`src/rtl/core/hltcm_pkg.sv`:
```
// Shared types and constants of the hi/lo time coincidence matcher.
// Used by hltcm_regs, hltcm_cmp, hltcm_engine and the top level.
package hltcm_pkg;

	localparam int ADDR_W = 4;
	localparam int DATA_W = 32;

	localparam logic [1:0] REQ_CLEAR = 2'd0;
	localparam logic [1:0] REQ_LOAD  = 2'd1;
	localparam logic [1:0] REQ_MATCH = 2'd2;

	localparam logic [1:0] REG_WINDOW = 2'd0;
	localparam logic [1:0] REG_UPPER  = 2'd1;
	localparam logic [1:0] REG_LOWER  = 2'd2;

	localparam logic [15:0]        WINDOW_RST = 16'd8;
	localparam logic signed [20:0] UPPER_RST  = 21'sd1000;
	localparam logic signed [20:0] LOWER_RST  = -21'sd1000;

	typedef struct packed {
		logic [15:0]        window;
		logic signed [20:0] upper;
		logic signed [20:0] lower;
	} cfg_t;

	typedef struct packed {
		logic above;
		logic below;
		logic win;
	} cmp_flags_t;

endpackage

```
`src/rtl/core/hltcm_regs.sv`:
```
// Configuration registers of the matcher behind an APB-style port.
// Depends on hltcm_pkg for the register map and reset values.
module hltcm_regs import hltcm_pkg::*; (
	input  logic              clk,
	input  logic              arst_n,
	input  logic              psel,
	input  logic              penable,
	input  logic              pwrite,
	input  logic [ADDR_W-1:0] paddr,
	input  logic [DATA_W-1:0] pwdata,
	output logic [DATA_W-1:0] prdata,
	output logic              pready,
	output cfg_t              cfg
);

	logic       wr;
	logic [1:0] sel;

	assign pready = 1'b1;
	assign wr     = psel && penable && pwrite;
	assign sel    = paddr[ADDR_W-1:2];

	always_ff @(posedge clk or negedge arst_n) begin
		if (!arst_n) begin
			cfg.window <= WINDOW_RST;
			cfg.upper  <= UPPER_RST;
			cfg.lower  <= LOWER_RST;
		end else if (wr) begin
			unique case (sel)
				REG_WINDOW: cfg.window <= pwdata[15:0];
				REG_UPPER:  cfg.upper  <= pwdata[20:0];
				REG_LOWER:  cfg.lower  <= pwdata[20:0];
				default: ;
			endcase
		end
	end

	always_comb begin
		unique case (sel)
			REG_WINDOW: prdata = {16'b0, cfg.window};
			REG_UPPER:  prdata = DATA_W'($signed(cfg.upper));
			REG_LOWER:  prdata = DATA_W'($signed(cfg.lower));
			default:    prdata = '0;
		endcase
	end

endmodule

```
`config.mk`:
```
export PLATFORM = sky130hd
export DESIGN_NAME = hltcm_regs
export DESIGN_NICKNAME = d
export VERILOG_FILES = /design/src/rtl/core/hltcm_pkg.sv /design/src/rtl/core/hltcm_regs.sv
export SDC_FILE = /design/constraint.sdc
export NUM_CORES = 1
export LEC_CHECK = 0
export ABC_AREA = 1
export BUFFER_PORTS_ARGS = -buffer_cell sky130_fd_sc_hd__buf_2
export CORE_UTILIZATION = 30
export DETAILED_ROUTE_END_ITERATION = 8
export HOLD_SLACK_MARGIN = 0.03
export PLACE_DENSITY = 0.55
export SLEW_MARGIN = 0
export SYNTH_ARGS = -nofsm -noshare
export SYNTH_HDL_FRONTEND = slang
export SYNTH_SLANG_ARGS = --single-unit
```
`constraint.sdc`:
```
create_clock -name clk -period 3.1 [get_ports clk]
set_input_delay 0.62 -clock clk [delete_from_list [all_inputs] [get_ports clk]]
set_output_delay 0.62 -clock clk [all_outputs]
set_load 0.05 [all_outputs]
```
==> results of run 1 <==
final cells by class:
| cell class | count | area [sq um] |
|---|---|---|
| Timing Repair Buffer | 122 | 636 |
| Multi-Input combinational cell | 267 | 1190 |
| Clock inverter | 5 | 77.6 |
| Clock buffer | 11 | 141 |
| Inverter | 5 | 18.8 |
| Fill cell | 1018 | 5670 |
| Sequential cell | 58 | 1480 |
| Tap cell | 129 | 161 |
synthesized netlist by cell type:
| library cell | instances |
|---|---|
| sky130_fd_sc_hd__buf_12 | 2 |
| sky130_fd_sc_hd__buf_2 | 1 |
| sky130_fd_sc_hd__buf_4 | 20 |
| sky130_fd_sc_hd__buf_6 | 2 |
| sky130_fd_sc_hd__buf_8 | 2 |
| sky130_fd_sc_hd__conb_1 | 1 |
| sky130_fd_sc_hd__dfrtp_1 | 38 |
| sky130_fd_sc_hd__dfstp_2 | 20 |
| sky130_fd_sc_hd__inv_2 | 5 |
| sky130_fd_sc_hd__nand2_1 | 198 |
| sky130_fd_sc_hd__nand2_2 | 43 |
| sky130_fd_sc_hd__nand2_4 | 3 |
| sky130_fd_sc_hd__nand3_1 | 16 |
| sky130_fd_sc_hd__nand3_2 | 1 |
| sky130_fd_sc_hd__nor2_2 | 2 |
| sky130_fd_sc_hd__nor2_4 | 2 |
| sky130_fd_sc_hd__nor2_8 | 1 |
stage by stage:
| stage | setup WS (ns) | hold slack, ns |
|---|---|---|
| after global routing | 0.489 | 0.296 |
| after CTS | 0.615 | 0.291 |
| after floorplan | 0.635 | 0.324 |
| final | 0.652 | 0.271 |
| after detailed placement | 0.618 | 0.463 |
| after global placement | 0.635 | 0.458 |
power groups by stage:
stage | sequential [W] | clock, W | combinational, W
after global routing | 0.00112 | 0.000830 | 0.00135
after floorplan | 0.00165 | 0 | 0.000465
after CTS | 0.00110 | 0.000797 | 0.00130
after global placement | 0.00110 | 0 | 0.00129
final | 0.00110 | 0.000768 | 0.00128
after detailed placement | 0.00111 | 0 | 0.00129
per-layer routing:
| layer | GRT usage (%) | share of wire [%] |
|---|---|---|
| met5 | 0 | 0 |
| met1 | 22.4 | 48 |
| met2 | 25.6 | 45 |
| met4 | 4.01 | 0.77 |
| met3 | 5.41 | 6.2 |
how the worst min path moves through the flow:
stage | end | cells after the start | start | slack (ns)
after detailed placement | cfg[18] | 2 | cfg[18] | 0.46
after floorplan | cfg[0] | 0 | arst_n | 0.32
after global placement | cfg[45] | 2 | cfg[45] | 0.46
after global routing | cfg[54] | 2 | arst_n | 0.30
after CTS | cfg[2] | 2 | arst_n | 0.29
final | cfg[7] | 2 | arst_n | 0.27
worst register-to-register path, stage by stage, from the launching register on:
cell and delay, ns:
sky130_fd_sc_hd__dfstp_2 0.55, sky130_fd_sc_hd__nand2_2 0.05, sky130_fd_sc_hd__nand2_1 0.08
kinds of logic (layout without fill, tap and decap cells):
logic type    Yosys count  count (layout)
flops                  58              58
simple gates          266             266
buf+inv                32             143
other cells             1               1
==> impl_results.html, run 1 <==
<table>
<tr><th>Metric</th><th>Value</th></tr>
<tr><th colspan="2">Layout</th></tr>
<tr><td>Net count, final</td><td>between 500 and 600</td></tr>
<tr><td>Regs by FF count</td><td>cfg (58)</td></tr>
<tr><td>Share of post-route cells with drive strength above 1</td><td>between 40% and 50%</td></tr>
<tr><td>Most common cell after layout, fill and taps aside</td><td>sky130_fd_sc_hd__nand2_1</td></tr>
<tr><td>Summed area of non-filler cells in the final layout</td><td>around 3700 sq um</td></tr>
<tr><td>Fin util</td><td>about two fifths</td></tr>
<tr><td>Count of antenna diodes in the layout</td><td>0</td></tr>
<tr><td>Top library cells by usage in the layout, fill and taps aside</td><td>sky130_fd_sc_hd__nand2_1, sky130_fd_sc_hd__buf_2, sky130_fd_sc_hd__nand2_2</td></tr>
<tr><td>Top register by number of flip-flops</td><td>cfg</td></tr>
<tr><td>Largest register FFs</td><td>58</td></tr>
<tr><td>Number of cells in the finished layout apart from fillers</td><td>between 500 and 600</td></tr>
<tr><td>Area overhead of the layout relative to synthesis</td><td>26.1%</td></tr>
<tr><th colspan="2">Yosys</th></tr>
<tr><td>Portion of synthesized cell area occupied by the leading cell type</td><td>approximately a third</td></tr>
<tr><td>Post-synth cell types</td><td>17</td></tr>
<tr><td>Xor-xnor portion of the synthesized cell area</td><td>0%</td></tr>
<tr><td>Total number of yosys warnings</td><td>0</td></tr>
<tr><td>Synth Instances</td><td>roughly 360</td></tr>
<tr><td>Post-synthesis area per instance</td><td>8.23 sq um</td></tr>
<tr><td>Flop and latch count out of synthesis</td><td>just under 60</td></tr>
<tr><td>Simple-gate portion of the synthesized area</td><td>between 40% and 50%</td></tr>
<tr><td>Leading cell types by total area after synthesis</td><td>sky130_fd_sc_hd__dfrtp_1, sky130_fd_sc_hd__nand2_1, sky130_fd_sc_hd__dfstp_2, sky130_fd_sc_hd__nand2_2, sky130_fd_sc_hd__buf_4</td></tr>
<tr><td>Cell type with the largest total area after synthesis</td><td>sky130_fd_sc_hd__dfrtp_1</td></tr>
<tr><td>Post-Synthesis Cell Area</td><td>2940 sq um</td></tr>
<tr><td>Multiplexer share of the synthesized area</td><td>0%</td></tr>
<tr><td>Synth Area in Adders</td><td>0%</td></tr>
<tr><td>Synth Area in Compound Gates</td><td>0%</td></tr>
<tr><td>Sequential area share after synthesis</td><td>~50%</td></tr>
<tr><td>Largest family of logic cells by synthesized area</td><td>simple AND/OR/NAND/NOR gates</td></tr>
<tr><td>Syn Nets</td><td>a little under 400</td></tr>
<tr><th colspan="2">Route</th></tr>
<tr><td>Final wirelength</td><td>8.13 mm</td></tr>
<tr><td>DR pass1 iterations</td><td>4</td></tr>
<tr><td>DRC violations left</td><td>0</td></tr>
<tr><td>Vias per Instance</td><td>~4.2</td></tr>
<tr><td>DR WL/cell</td><td>13.6 microns</td></tr>
<tr><td>Via count</td><td>~2500</td></tr>
<tr><td>DRT iter0 DRCs</td><td>74</td></tr>
<tr><td>Final antenna-violating net count</td><td>0</td></tr>
<tr><th colspan="2">Clock tree</th></tr>
<tr><td>Clock transition at the register clock pins on the worst setup and hold paths after CTS</td><td>around 0.070 ns</td></tr>
<tr><td>Number of instances resized during post-cts repair</td><td>0</td></tr>
<tr><td>Cts bufs inserted</td><td>9</td></tr>
<tr><td>Maximum clock insertion buffer count</td><td>2</td></tr>
<tr><td>Setup repair bufs after CTS</td><td>0</td></tr>
<tr><td>Clock sinks</td><td>between 50 and 60</td></tr>
<tr><td>TritonCTS clock tree</td><td>built</td></tr>
<tr><td>CTS Hold Bufs</td><td>0</td></tr>
<tr><td>Root buffer cell</td><td>sky130_fd_sc_hd__clkbuf_8</td></tr>
<tr><td>H-tree depth reported by CTS</td><td>3</td></tr>
<tr><td>Worst-skew pair later-pin latency</td><td>between 0.3 and 0.4 ns</td></tr>
<tr><th colspan="2">Worst setup path</th></tr>
<tr><td>CP max stage cell</td><td>sky130_fd_sc_hd__inv_2</td></tr>
<tr><td>Timing endpoint of the critical path</td><td>prdata[10]</td></tr>
<tr><td>Worst setup path startpoint</td><td>paddr[3]</td></tr>
<tr><td>Worst setup path category</td><td>primary input to primary output</td></tr>
<tr><td>Flop2flop setup slack</td><td>2.36 ns</td></tr>
<tr><td>Beginning of the worst register-to-register path</td><td>cfg[26]</td></tr>
<tr><td>Max stage delay on crit path</td><td>0.31 ns</td></tr>
<tr><td>Largest delay contributor family on the critical path</td><td>buffers and inverters</td></tr>
<tr><td>WP depth</td><td>8</td></tr>
<tr><td>Worst flop-to-flop path endpoint</td><td>cfg[26]</td></tr>
<tr><td>Type of element launching the critical path</td><td>primary input</td></tr>
<tr><td>Crit. End Element</td><td>primary output</td></tr>
<tr><td>Data arrival at the endpoint of the critical path</td><td>roughly 1.8 ns</td></tr>
<tr><td>Crit-path cells</td><td>buf_2, inv_2, nand2_2, inv_2, buf_4, nand2_1, nand3_1, buf_2</td></tr>
<tr><td>FF-to-FF path depth</td><td>2</td></tr>
<tr><td>Crit path required time</td><td>roughly 2.5 ns</td></tr>
<tr><td>Crit path buffers/inverters</td><td>5</td></tr>
<tr><td>Peak fanout along the critical path</td><td>17</td></tr>
<tr><th colspan="2">Flow run</th></tr>
<tr><td># Max-Cap Violations</td><td>0</td></tr>
<tr><th colspan="2">Placed design</th></tr>
<tr><td>Routability congestion estimate from global placement</td><td>0.679</td></tr>
<tr><td>Post-placement cell count</td><td>approximately 580</td></tr>
<tr><td>Half-perimeter wire length of the detailed placement result</td><td>between 5 and 6 mm</td></tr>
<tr><td>Placed instance area</td><td>around 3500 sq um</td></tr>
<tr><td>Port-buffer cells</td><td>approximately 120</td></tr>
<tr><th colspan="2">Pwr</th></tr>
<tr><td>Int Pwr</td><td>0.00169 W</td></tr>
<tr><td>Part of the power in combinational logic</td><td>about two fifths</td></tr>
<tr><td>Switching share of total power</td><td>between 40% and 50%</td></tr>
<tr><td>Pwr Total</td><td>approximately 0.0031 W</td></tr>
<tr><td>Psw</td><td>~0.0015 W</td></tr>
<tr><td>Fraction of power consumed by the clock network</td><td>24.4%</td></tr>
<tr><td>Power per cell area</td><td>849 nW/um^2</td></tr>
<tr><td>Worst IR drop on VDD</td><td>slightly below 0.3 mV</td></tr>
<tr><td>Static Leak</td><td>around 2.1 nW</td></tr>
<tr><td>Power share of the sequential group</td><td>about a third</td></tr>
<tr><th colspan="2">STA</th></tr>
<tr><td>Count of endpoints failing hold in the final timing report</td><td>0</td></tr>
<tr><td>Final count of pins violating max slew</td><td>0</td></tr>
<tr><td>Fmax</td><td>around 0.41 GHz</td></tr>
<tr><td>Worst Max-Slew Pin Slew</td><td>about 0.62 ns</td></tr>
<tr><td>Largest clock skew in the final design</td><td>0 ns</td></tr>
<tr><td>Period utilisation layout</td><td>79.0%</td></tr>
<tr><td>Setup TNS</td><td>0 ns</td></tr>
<tr><td>Unrepaired setup endpoints after global routing</td><td>false</td></tr>
<tr><td>Max_slew headroom</td><td>just under 60%</td></tr>
<tr><td>Setup-violating endpoint count in the final report</td><td>0</td></tr>
<tr><td>Fin crit period</td><td>roughly 2.4 ns</td></tr>
<tr><th colspan="2">GRT</th></tr>
<tr><td>Antenna violations before repair</td><td>0</td></tr>
<tr><td>Vias in the first global route</td><td>between 2000 and 2500</td></tr>
<tr><td>Wire length of the first global-routing pass</td><td>roughly 12 mm</td></tr>
<tr><td>Aggregate global routing overflow</td><td>0</td></tr>
<tr><td>Overall fraction of global-route tracks in use</td><td>around 17%</td></tr>
<tr><td>Largest net degree at the start of global routing</td><td>59</td></tr>
<tr><th colspan="2">Floorplanning</th></tr>
<tr><td>Initial core utilization</td><td>31.3%</td></tr>
<tr><td>DIE HEIGHT</td><td>between 100 and 150 microns</td></tr>
<tr><td>Row count</td><td>35</td></tr>
<tr><td>Ports</td><td>around 130</td></tr>
<tr><td>Die outline area</td><td>a little over 10000 sq um</td></tr>
<tr><td>Core Footprint</td><td>9370 sq um</td></tr>
<tr><td>Width of the chip</td><td>about 100 microns</td></tr>
<tr><th colspan="2">Min path</th></tr>
<tr><td>Kind of path behind the tightest hold check</td><td>primary input to asynchronous set/reset pin</td></tr>
<tr><th colspan="2">Outcome</th></tr>
<tr><td>Outcome</td><td>finished clean</td></tr>
</table>
Note: power is estimated with default switching activity, not from simulation.
==> run 2, diff against run 1 <==
--- a/config.mk
+++ b/config.mk
@@ -5,12 +5,12 @@
 export SDC_FILE = /design/constraint.sdc
 export NUM_CORES = 1
 export LEC_CHECK = 0
-export ABC_AREA = 1
+export ABC_AREA = 0
 export BUFFER_PORTS_ARGS = -buffer_cell sky130_fd_sc_hd__buf_2
 export CORE_UTILIZATION = 30
 export DETAILED_ROUTE_END_ITERATION = 8
 export HOLD_SLACK_MARGIN = 0.03
-export PLACE_DENSITY = 0.55
+export PLACE_DENSITY = 0.56
 export SLEW_MARGIN = 0
 export SYNTH_ARGS = -nofsm -noshare
 export SYNTH_HDL_FRONTEND = slang
==> constraint.sdc (replaced) <==
create_clock -name clk -period 2.3 [get_ports clk]
set_input_delay 0.46 -clock clk [delete_from_list [all_inputs] [get_ports clk]]
set_output_delay 0.46 -clock clk [all_outputs]
set_load 0.05 [all_outputs]
==> run 2 against run 1 <==
  * The run now ends with DRC left
  * Synthesized cell count shrank 44%
  * Wire length decreased by 16%
  * Sequential share of layout area is 0.74 points higher
  * Clock skew did not move
  * Setup slack got worse by 0.44 ns
  * Clock power increased by 16%
  * Total power grew 41%
  * Register-to-register slack worse by 0.85 ns
  * Non-clock buffer count up 5
  * Flip-flop and latch count did not move
==> impl_results.html, run 2 <==
<table>
<tr><th>Metric</th><th>Value</th></tr>
<tr><th colspan="2">Yosys</th></tr>
<tr><td>Flop and latch count out of synthesis</td><td>58</td></tr>
<tr><td>Total number of yosys warnings</td><td>0</td></tr>
<tr><td>Xor-xnor portion of the synthesized cell area</td><td>0%</td></tr>
<tr><td>Synth Area in Adders</td><td>0%</td></tr>
<tr><td>Largest family of logic cells by synthesized area</td><td>multiplexers</td></tr>
<tr><td>Multiplexer share of the synthesized area</td><td>about a third</td></tr>
<tr><td>Ranking of synthesized cells by instance count</td><td>sky130_fd_sc_hd__dfrtp_1, sky130_fd_sc_hd__mux2_2, sky130_fd_sc_hd__dfstp_2, sky130_fd_sc_hd__mux2_4</td></tr>
<tr><td>Most used DFF post-synth</td><td>sky130_fd_sc_hd__dfrtp_1</td></tr>
<tr><td>Library cell with the highest instance count after synthesis</td><td>sky130_fd_sc_hd__dfrtp_1</td></tr>
<tr><td>Cell type with the largest total area after synthesis</td><td>sky130_fd_sc_hd__dfrtp_1</td></tr>
<tr><td>Count of flip-flops with a built-in enable after synthesis</td><td>0</td></tr>
<tr><td>Synth Area in Compound Gates</td><td>4.47%</td></tr>
<tr><td>Syn Nets</td><td>240</td></tr>
<tr><td>Sequential area share after synthesis</td><td>between 50 and 60%</td></tr>
<tr><td>Asr flop ratio synth</td><td>100%</td></tr>
<tr><td>Leading cell types by total area after synthesis</td><td>sky130_fd_sc_hd__dfrtp_1, sky130_fd_sc_hd__dfstp_2, sky130_fd_sc_hd__mux2_2, sky130_fd_sc_hd__mux2_4, sky130_fd_sc_hd__mux2i_1</td></tr>
<tr><td>Simple-gate portion of the synthesized area</td><td>between 4 and 5%</td></tr>
<tr><td>Post-Synthesis Cell Area</td><td>~2800 sq um</td></tr>
<tr><td>Synth Instances</td><td>between 150 and 200</td></tr>
<tr><td>Portion of synthesized cell area occupied by the leading cell type</td><td>34.3%</td></tr>
<tr><td>Post-synth cell types</td><td>19</td></tr>
<tr><td>Post-synthesis area per instance</td><td>~14 sq um</td></tr>
<tr><th colspan="2">STA</th></tr>
<tr><td>Final count of pins violating max slew</td><td>0</td></tr>
<tr><td>Worst Max-Slew Pin Slew</td><td>~0.62 ns</td></tr>
<tr><td>Setup TNS</td><td>0 ns</td></tr>
<tr><td>Unrepaired setup endpoints after global routing</td><td>false</td></tr>
<tr><td>Count of endpoints failing hold in the final timing report</td><td>0</td></tr>
<tr><td>Fin crit period</td><td>about 2.1 ns</td></tr>
<tr><td>Setup-violating endpoint count in the final report</td><td>0</td></tr>
<tr><td>Largest clock skew in the final design</td><td>0 ns</td></tr>
<tr><td>Fmax</td><td>0.480 GHz</td></tr>
<tr><td>Max_slew headroom</td><td>58.4%</td></tr>
<tr><td>Period utilisation layout</td><td>around 91%</td></tr>
<tr><th colspan="2">Pwr</th></tr>
<tr><td>Worst IR drop on VDD</td><td>0.489 mV</td></tr>
<tr><td>Static Leak</td><td>1.87 nW</td></tr>
<tr><td>Power per cell area</td><td>1220 nW/um^2</td></tr>
<tr><td>Pwr Total</td><td>0.00444 W</td></tr>
<tr><th colspan="2">Worst setup path</th></tr>
<tr><td>Crit. End Element</td><td>primary output</td></tr>
<tr><td>Crit path required time</td><td>1.84 ns</td></tr>
<tr><td>Most numerous cell on the critical path</td><td>sky130_fd_sc_hd__buf_2</td></tr>
<tr><td>Flop2flop setup slack</td><td>1.51 ns</td></tr>
<tr><td>Crit-path cells</td><td>buf_2, buf_4, mux2i_1, o21ai_1, buf_2</td></tr>
<tr><td>Data arrival at the endpoint of the critical path</td><td>1.62 ns</td></tr>
<tr><td>Beginning of the worst register-to-register path</td><td>cfg[34]</td></tr>
<tr><td>Largest delay contributor family on the critical path</td><td>buffers and inverters</td></tr>
<tr><td>Crit path buffers/inverters</td><td>3</td></tr>
<tr><td>Worst flop-to-flop path endpoint</td><td>cfg[34]</td></tr>
<tr><td>FF-to-FF path depth</td><td>1</td></tr>
<tr><td>CP max stage cell</td><td>sky130_fd_sc_hd__buf_4</td></tr>
<tr><td>Type of element launching the critical path</td><td>primary input</td></tr>
<tr><td>Worst setup path category</td><td>primary input to primary output</td></tr>
<tr><td>Peak fanout along the critical path</td><td>13</td></tr>
<tr><td>Max stage delay on crit path</td><td>between 0.3 and 0.4 ns</td></tr>
<tr><th colspan="2">Clock tree</th></tr>
<tr><td>Maximum clock insertion buffer count</td><td>2</td></tr>
<tr><td>CTS Hold Bufs</td><td>0</td></tr>
<tr><td>Clock sinks</td><td>58</td></tr>
<tr><td>Setup repair bufs after CTS</td><td>0</td></tr>
<tr><td>TritonCTS clock tree</td><td>built</td></tr>
<tr><td>Cts bufs inserted</td><td>9</td></tr>
<tr><td>Clock transition at the register clock pins on the worst setup and hold paths after CTS</td><td>0.06 ns</td></tr>
<tr><td>Root buffer cell</td><td>sky130_fd_sc_hd__clkbuf_8</td></tr>
<tr><td>Number of instances resized during post-cts repair</td><td>0</td></tr>
<tr><td>Worst-skew pair later-pin latency</td><td>roughly 0.33 ns</td></tr>
<tr><td>H-tree depth reported by CTS</td><td>3</td></tr>
<tr><th colspan="2">GRT</th></tr>
<tr><td>Aggregate global routing overflow</td><td>0</td></tr>
<tr><td>Wire length of the first global-routing pass</td><td>~11 mm</td></tr>
<tr><td>Largest net degree at the start of global routing</td><td>34</td></tr>
<tr><td>Antenna violations before repair</td><td>0</td></tr>
<tr><td>Vias in the first global route</td><td>~1900</td></tr>
<tr><td>Overall fraction of global-route tracks in use</td><td>around 15%</td></tr>
<tr><th colspan="2">Floorplanning</th></tr>
<tr><td>Width of the chip</td><td>around 100 microns</td></tr>
<tr><td>Row count</td><td>34</td></tr>
<tr><td>Ports</td><td>approximately 130</td></tr>
<tr><td>Initial core utilization</td><td>31.3%</td></tr>
<tr><td>DIE HEIGHT</td><td>between 90 and 100 microns</td></tr>
<tr><td>Die outline area</td><td>just under 10000 sq um</td></tr>
<tr><td>Core Footprint</td><td>just under 9000 sq um</td></tr>
<tr><th colspan="2">Layout</th></tr>
<tr><td>Net count, final</td><td>roughly 360</td></tr>
<tr><td>Most common cell after layout, fill and taps aside</td><td>sky130_fd_sc_hd__buf_2</td></tr>
<tr><td>Top library cells by usage in the layout, fill and taps aside</td><td>sky130_fd_sc_hd__buf_2, sky130_fd_sc_hd__dfrtp_1, sky130_fd_sc_hd__mux2_2</td></tr>
<tr><td>Largest register FFs</td><td>58</td></tr>
<tr><td>Regs by FF count</td><td>cfg (58)</td></tr>
<tr><td>Count of antenna diodes in the layout</td><td>0</td></tr>
<tr><td>Area overhead of the layout relative to synthesis</td><td>31.2%</td></tr>
<tr><td>Top register by number of flip-flops</td><td>cfg</td></tr>
<tr><td>Fin util</td><td>approximately 41%</td></tr>
<tr><td>Share of post-route cells with drive strength above 1</td><td>70.5%</td></tr>
<tr><th colspan="2">Route</th></tr>
<tr><td>Via count</td><td>between 1500 and 2000</td></tr>
<tr><td>Final antenna-violating net count</td><td>0</td></tr>
<tr><td>DR pass1 iterations</td><td>6</td></tr>
<tr><td>Vias per Instance</td><td>between 4 and 5</td></tr>
<tr><td>DR WL/cell</td><td>approximately 16 microns</td></tr>
<tr><td>DRT iter0 DRCs</td><td>53</td></tr>
<tr><td>Final wirelength</td><td>6.81 mm</td></tr>
<tr><td>DRC violations left</td><td>7</td></tr>
<tr><th colspan="2">Placed design</th></tr>
<tr><td>Routability congestion estimate from global placement</td><td>0.722</td></tr>
<tr><td>Half-perimeter wire length of the detailed placement result</td><td>between 4 and 5 mm</td></tr>
<tr><td>Port-buffer cells</td><td>about 120</td></tr>
<tr><th colspan="2">Outcome</th></tr>
<tr><td>Outcome</td><td>finished, violations left</td></tr>
<tr><td>Failing checks</td><td>DRC</td></tr>
<tr><th colspan="2">Flow run</th></tr>
<tr><td># Max-Cap Violations</td><td>0</td></tr>
<tr><th colspan="2">Min path</th></tr>
<tr><td>Kind of path behind the tightest hold check</td><td>primary input to asynchronous set/reset pin</td></tr>
</table>
[run 2: per-stage QoR]
stage / std cells / cell area (sq um) / setup slack, ns / hold slack [ns]
2_1_floorplan: 199 / 2780 / -0.0102 / 0.164
3_3_place_gp: 411 / 3450 / 0.205 / 0.511
4_1_cts: 427 / 3640 / 0.216 / 0.147
6_report: 427 / 3640 / 0.216 / 0.141
3_5_place_dp: 411 / 3450 / 0.216 / 0.514
5_1_grt: 427 / 3640 / 0.138 / 0.166
[run 2: kinds of logic (layout without fill, tap and decap cells)]
group,Yosys count,count (layout)
AO/OA/AOI/OAI,21,21
buffers and inverters,23,143
flip-flops,58,58
multiplexers,74,74
other,1,1
AND/OR/NAND/NOR,22,22
[run 2: how the worst max path moves through the flow]
stage	from	to	slack, ns	cells past startpoint
final	paddr[2]	prdata[3]	0.22	5
after global routing	paddr[2]	prdata[11]	0.14	5
after CTS	paddr[2]	prdata[9]	0.22	5
after detailed placement	paddr[2]	prdata[9]	0.22	5
after global placement	paddr[2]	prdata[5]	0.20	5
after floorplan	paddr[3]	prdata[21]	-0.01	5
[run 2: layer usage]
layer  vias to the layer above  GRT usage [%]  routed length (microns)
met3                         7           3.72                      317
met1                       972           19.9                     3160
met4                         0           5.86                       96
met2                        71           22.1                     3240
met5                         -              0                        0
li1                        918              -                        -
[run 2: area by class of cell]
| class | instances | area (sq um) |
|---|---|---|
| fill | 882 | 5210 |
| sequential | 58 | 1480 |
| multi-input combinational | 118 | 1150 |
| timing repair buffer | 127 | 686 |
| clock buffer | 14 | 183 |
| tap | 108 | 135 |
| clock inverter | 2 | 10.0 |
[run 2: report_power, final]
| group | internal, W | switching (W) | total, W |
|---|---|---|---|
| Combinational | 0.000534 | 0.00151 | 0.00204 |
| Sequential | 0.00132 | 0.000187 | 0.00151 |
| Clock | 0.000506 | 0.000388 | 0.000894 |
==> run 3, diff against run 2 <==
--- a/config.mk
+++ b/config.mk
@@ -6,7 +6,7 @@
 export NUM_CORES = 1
 export LEC_CHECK = 0
 export ABC_AREA = 0
-export BUFFER_PORTS_ARGS = -buffer_cell sky130_fd_sc_hd__buf_2
+export BUFFER_PORTS_ARGS = -buffer_cell sky130_fd_sc_hd__clkbuf_2
 export CORE_UTILIZATION = 30
 export DETAILED_ROUTE_END_ITERATION = 8
 export HOLD_SLACK_MARGIN = 0.03
==> run 3 against run 2 <==
  * The flow still finishes with violations (DRC)
  * Cell count is 0.47% higher
  * Final area up 0.89%
  * Via count is 0.91% higher
  * Combinational power is essentially flat
  * Clock skew is the same
  * Hold slack improved by 0.13 ns
  * Critical endpoint is now prdata[10]
  * Highest routed layer unchanged
==> impl_results.html, run 3 (synthesis results as in run 2) <==
<table>
<tr><th>Metric</th><th>Value</th></tr>
<tr><th colspan="2">Outcome</th></tr>
<tr><td>Failing checks</td><td>DRC</td></tr>
<tr><td>Outcome</td><td>finished, violations left</td></tr>
<tr><th colspan="2">STA</th></tr>
<tr><td>Fin crit period</td><td>1.98 ns</td></tr>
<tr><td>Largest clock skew in the final design</td><td>0 ns</td></tr>
<tr><td>Final count of pins violating max slew</td><td>0</td></tr>
<tr><td>Count of endpoints failing hold in the final timing report</td><td>0</td></tr>
<tr><td>Fmax</td><td>about 0.5 GHz</td></tr>
<tr><td>Unrepaired setup endpoints after global routing</td><td>false</td></tr>
<tr><td>Setup-violating endpoint count in the final report</td><td>0</td></tr>
<tr><td>Period utilisation layout</td><td>a little under nine tenths</td></tr>
<tr><td>Final critical-path setup slack</td><td>between 0.3 and 0.4 ns</td></tr>
<tr><td>Max_slew headroom</td><td>between 40% and 50%</td></tr>
<tr><td>Worst Max-Slew Pin Slew</td><td>~0.75 ns</td></tr>
<tr><td>Post-route worst hold slack</td><td>0.272 ns</td></tr>
<tr><th colspan="2">Flow run</th></tr>
<tr><td># Max-Cap Violations</td><td>0</td></tr>
<tr><th colspan="2">Worst setup path</th></tr>
<tr><td>CP max stage cell</td><td>sky130_fd_sc_hd__clkbuf_2</td></tr>
<tr><td>Type of element launching the critical path</td><td>primary input</td></tr>
<tr><td>Most numerous cell on the critical path</td><td>sky130_fd_sc_hd__clkbuf_2</td></tr>
<tr><td>Crit path required time</td><td>roughly 1.8 ns</td></tr>
<tr><td>Max stage delay on crit path</td><td>around 0.29 ns</td></tr>
<tr><td>Peak fanout along the critical path</td><td>11</td></tr>
<tr><td>Largest delay contributor family on the critical path</td><td>buffers and inverters</td></tr>
<tr><td>Worst setup path category</td><td>primary input to primary output</td></tr>
<tr><td>Data arrival at the endpoint of the critical path</td><td>1.52 ns</td></tr>
<tr><td>Crit. End Element</td><td>primary output</td></tr>
<tr><td>Crit path buffers/inverters</td><td>3</td></tr>
<tr><td>Crit-path cells</td><td>clkbuf_2, nor2b_2, buf_4, nand2_1, o21ai_1, clkbuf_2</td></tr>
<tr><th colspan="2">Floorplanning</th></tr>
<tr><td>DIE HEIGHT</td><td>98.2 microns</td></tr>
<tr><td>Initial core utilization</td><td>a little under a third</td></tr>
<tr><td>Die outline area</td><td>between 9000 and 10000 sq um</td></tr>
<tr><td>Core Footprint</td><td>8850 sq um</td></tr>
<tr><td>Ports</td><td>between 100 and 150</td></tr>
<tr><td>Row count</td><td>34</td></tr>
<tr><td>Width of the chip</td><td>approximately 98 microns</td></tr>
<tr><th colspan="2">Placed design</th></tr>
<tr><td>Port-buffer cells</td><td>about 120</td></tr>
<tr><td>Half-perimeter wire length of the detailed placement result</td><td>~4.8 mm</td></tr>
<tr><td>Routability congestion estimate from global placement</td><td>approximately 0.73</td></tr>
<tr><td>Worst setup slack after placement</td><td>0.275 ns</td></tr>
<tr><th colspan="2">Clock tree</th></tr>
<tr><td>Clock sinks</td><td>a little under 60</td></tr>
<tr><td>Root buffer cell</td><td>sky130_fd_sc_hd__clkbuf_8</td></tr>
<tr><td>H-tree depth reported by CTS</td><td>3</td></tr>
<tr><td>CTS Hold Bufs</td><td>0</td></tr>
<tr><td>Setup repair bufs after CTS</td><td>0</td></tr>
<tr><td>Cts bufs inserted</td><td>9</td></tr>
<tr><td>Maximum clock insertion buffer count</td><td>2</td></tr>
<tr><td>TritonCTS clock tree</td><td>built</td></tr>
<tr><td>Number of instances resized during post-cts repair</td><td>0</td></tr>
<tr><td>Worst-skew pair later-pin latency</td><td>~0.32 ns</td></tr>
<tr><td>Clock transition at the register clock pins on the worst setup and hold paths after CTS</td><td>around 0.070 ns</td></tr>
<tr><th colspan="2">GRT</th></tr>
<tr><td>Vias in the first global route</td><td>between 1500 and 2000</td></tr>
<tr><td>Aggregate global routing overflow</td><td>0</td></tr>
<tr><td>Overall fraction of global-route tracks in use</td><td>around 15%</td></tr>
<tr><td>Largest net degree at the start of global routing</td><td>between 50 and 60</td></tr>
<tr><td>Antenna violations before repair</td><td>0</td></tr>
<tr><td>Wire length of the first global-routing pass</td><td>10.8 mm</td></tr>
<tr><th colspan="2">Layout</th></tr>
<tr><td>Most common cell after layout, fill and taps aside</td><td>sky130_fd_sc_hd__clkbuf_2</td></tr>
<tr><td>Regs by FF count</td><td>cfg (58)</td></tr>
<tr><td>Largest register FFs</td><td>58</td></tr>
<tr><td>Area overhead of the layout relative to synthesis</td><td>32.3%</td></tr>
<tr><td>Fill cell total of the finished layout</td><td>about 870</td></tr>
<tr><td>Top library cells by usage in the layout, fill and taps aside</td><td>sky130_fd_sc_hd__clkbuf_2, sky130_fd_sc_hd__dfrtp_1, sky130_fd_sc_hd__mux2_2</td></tr>
<tr><td>Register Area</td><td>about 1500 sq um</td></tr>
<tr><td>Net count, final</td><td>between 300 and 400</td></tr>
<tr><td>Top register by number of flip-flops</td><td>cfg</td></tr>
<tr><td>Area taken by multi-input logic gates</td><td>around 1100 sq um</td></tr>
<tr><td>Count of antenna diodes in the layout</td><td>0</td></tr>
<tr><td>Share of post-route cells with drive strength above 1</td><td>between 70% and 80%</td></tr>
<tr><th colspan="2">Route</th></tr>
<tr><td>DR pass1 iterations</td><td>6</td></tr>
<tr><td>Via count</td><td>1986</td></tr>
<tr><td>DRT iter0 DRCs</td><td>59</td></tr>
<tr><td>DRC violations left</td><td>7</td></tr>
<tr><td>Final wirelength</td><td>~6.8 mm</td></tr>
<tr><td>Final antenna-violating net count</td><td>0</td></tr>
<tr><td>DR WL/cell</td><td>between 15 and 20 microns</td></tr>
<tr><td>Vias per Instance</td><td>~4.6</td></tr>
<tr><th colspan="2">Pwr</th></tr>
<tr><td>Worst IR drop on VDD</td><td>0.573 mV</td></tr>
<tr><td>Pwr Total</td><td>around 0.0045 W</td></tr>
<tr><td>Static Leak</td><td>between 1.5 and 2 nW</td></tr>
<tr><td>Power per cell area</td><td>1230 nW/um^2</td></tr>
<tr><th colspan="2">Min path</th></tr>
<tr><td>Kind of path behind the tightest hold check</td><td>primary input to asynchronous set/reset pin</td></tr>
</table>
==> run 3: cell count changes in the layout (fill, tap and decap cells not counted), moves of 2 or more <==
cell                         delta
sky130_fd_sc_hd__clkinvlp_4     +2
sky130_fd_sc_hd__clkbuf_8       -2
sky130_fd_sc_hd__buf_4          +4
sky130_fd_sc_hd__buf_2        -117
sky130_fd_sc_hd__clkbuf_2     +115
==> run 3: where the power goes <==
| part | switching [W] | internal (W) |
|---|---|---|
| Clock | 0.000401 | 0.000558 |
| Sequential | 0.000193 | 0.00132 |
| Combinational | 0.00151 | 0.000541 |
==> run 3: area by class of cell <==
class / instances / share of cell area [%]
clock buffers: 12 / 4.23
flip-flops and latches: 58 / 40.2
repair buffers: 129 / 19.2
well taps: 108 / 3.68
clock inverters: 4 / 1.36
multi-input cells: 118 / 31.3
==> run 3: layer usage <==
metal / vias to the layer above / part of all wire, % / global-route usage, %
met5: - / 0 / 0
li1: 929 / - / -
met1: 983 / 47 / 19.6
met2: 69 / 47 / 22.5
met4: 0 / 1.2 / 5.40
met3: 5 / 4.6 / 3.58
==> run 3: worst paths after layout <==
check                      cells past startpoint       start          to  slack (ns)
setup / recovery                               6    paddr[3]  prdata[10]        0.32
hold / removal                                 2      arst_n     cfg[48]        0.27
min in group clk                               2  pwdata[19]     cfg[40]        0.38
setup reg to reg                               1     cfg[42]     cfg[42]        1.52
max in group asynchronous                      2      arst_n     cfg[31]        1.52
hold reg to reg                                1     cfg[46]     cfg[46]        0.53
==> run 3: metrics by stage <==
| step | setup TNS, ns | instances | instance area, sq um | utilization (%) |
|---|---|---|---|---|
| floorplan | -0.112 | 199 | 2780 | - |
| global placement | 0 | 413 | 3470 | 39.2 |
| detailed placement | 0 | 413 | 3470 | 39.2 |
| CTS | 0 | 429 | 3670 | 41.5 |
| global route | 0 | 429 | 3670 | 41.5 |
| finish | 0 | 429 | 3670 | 41.5 |
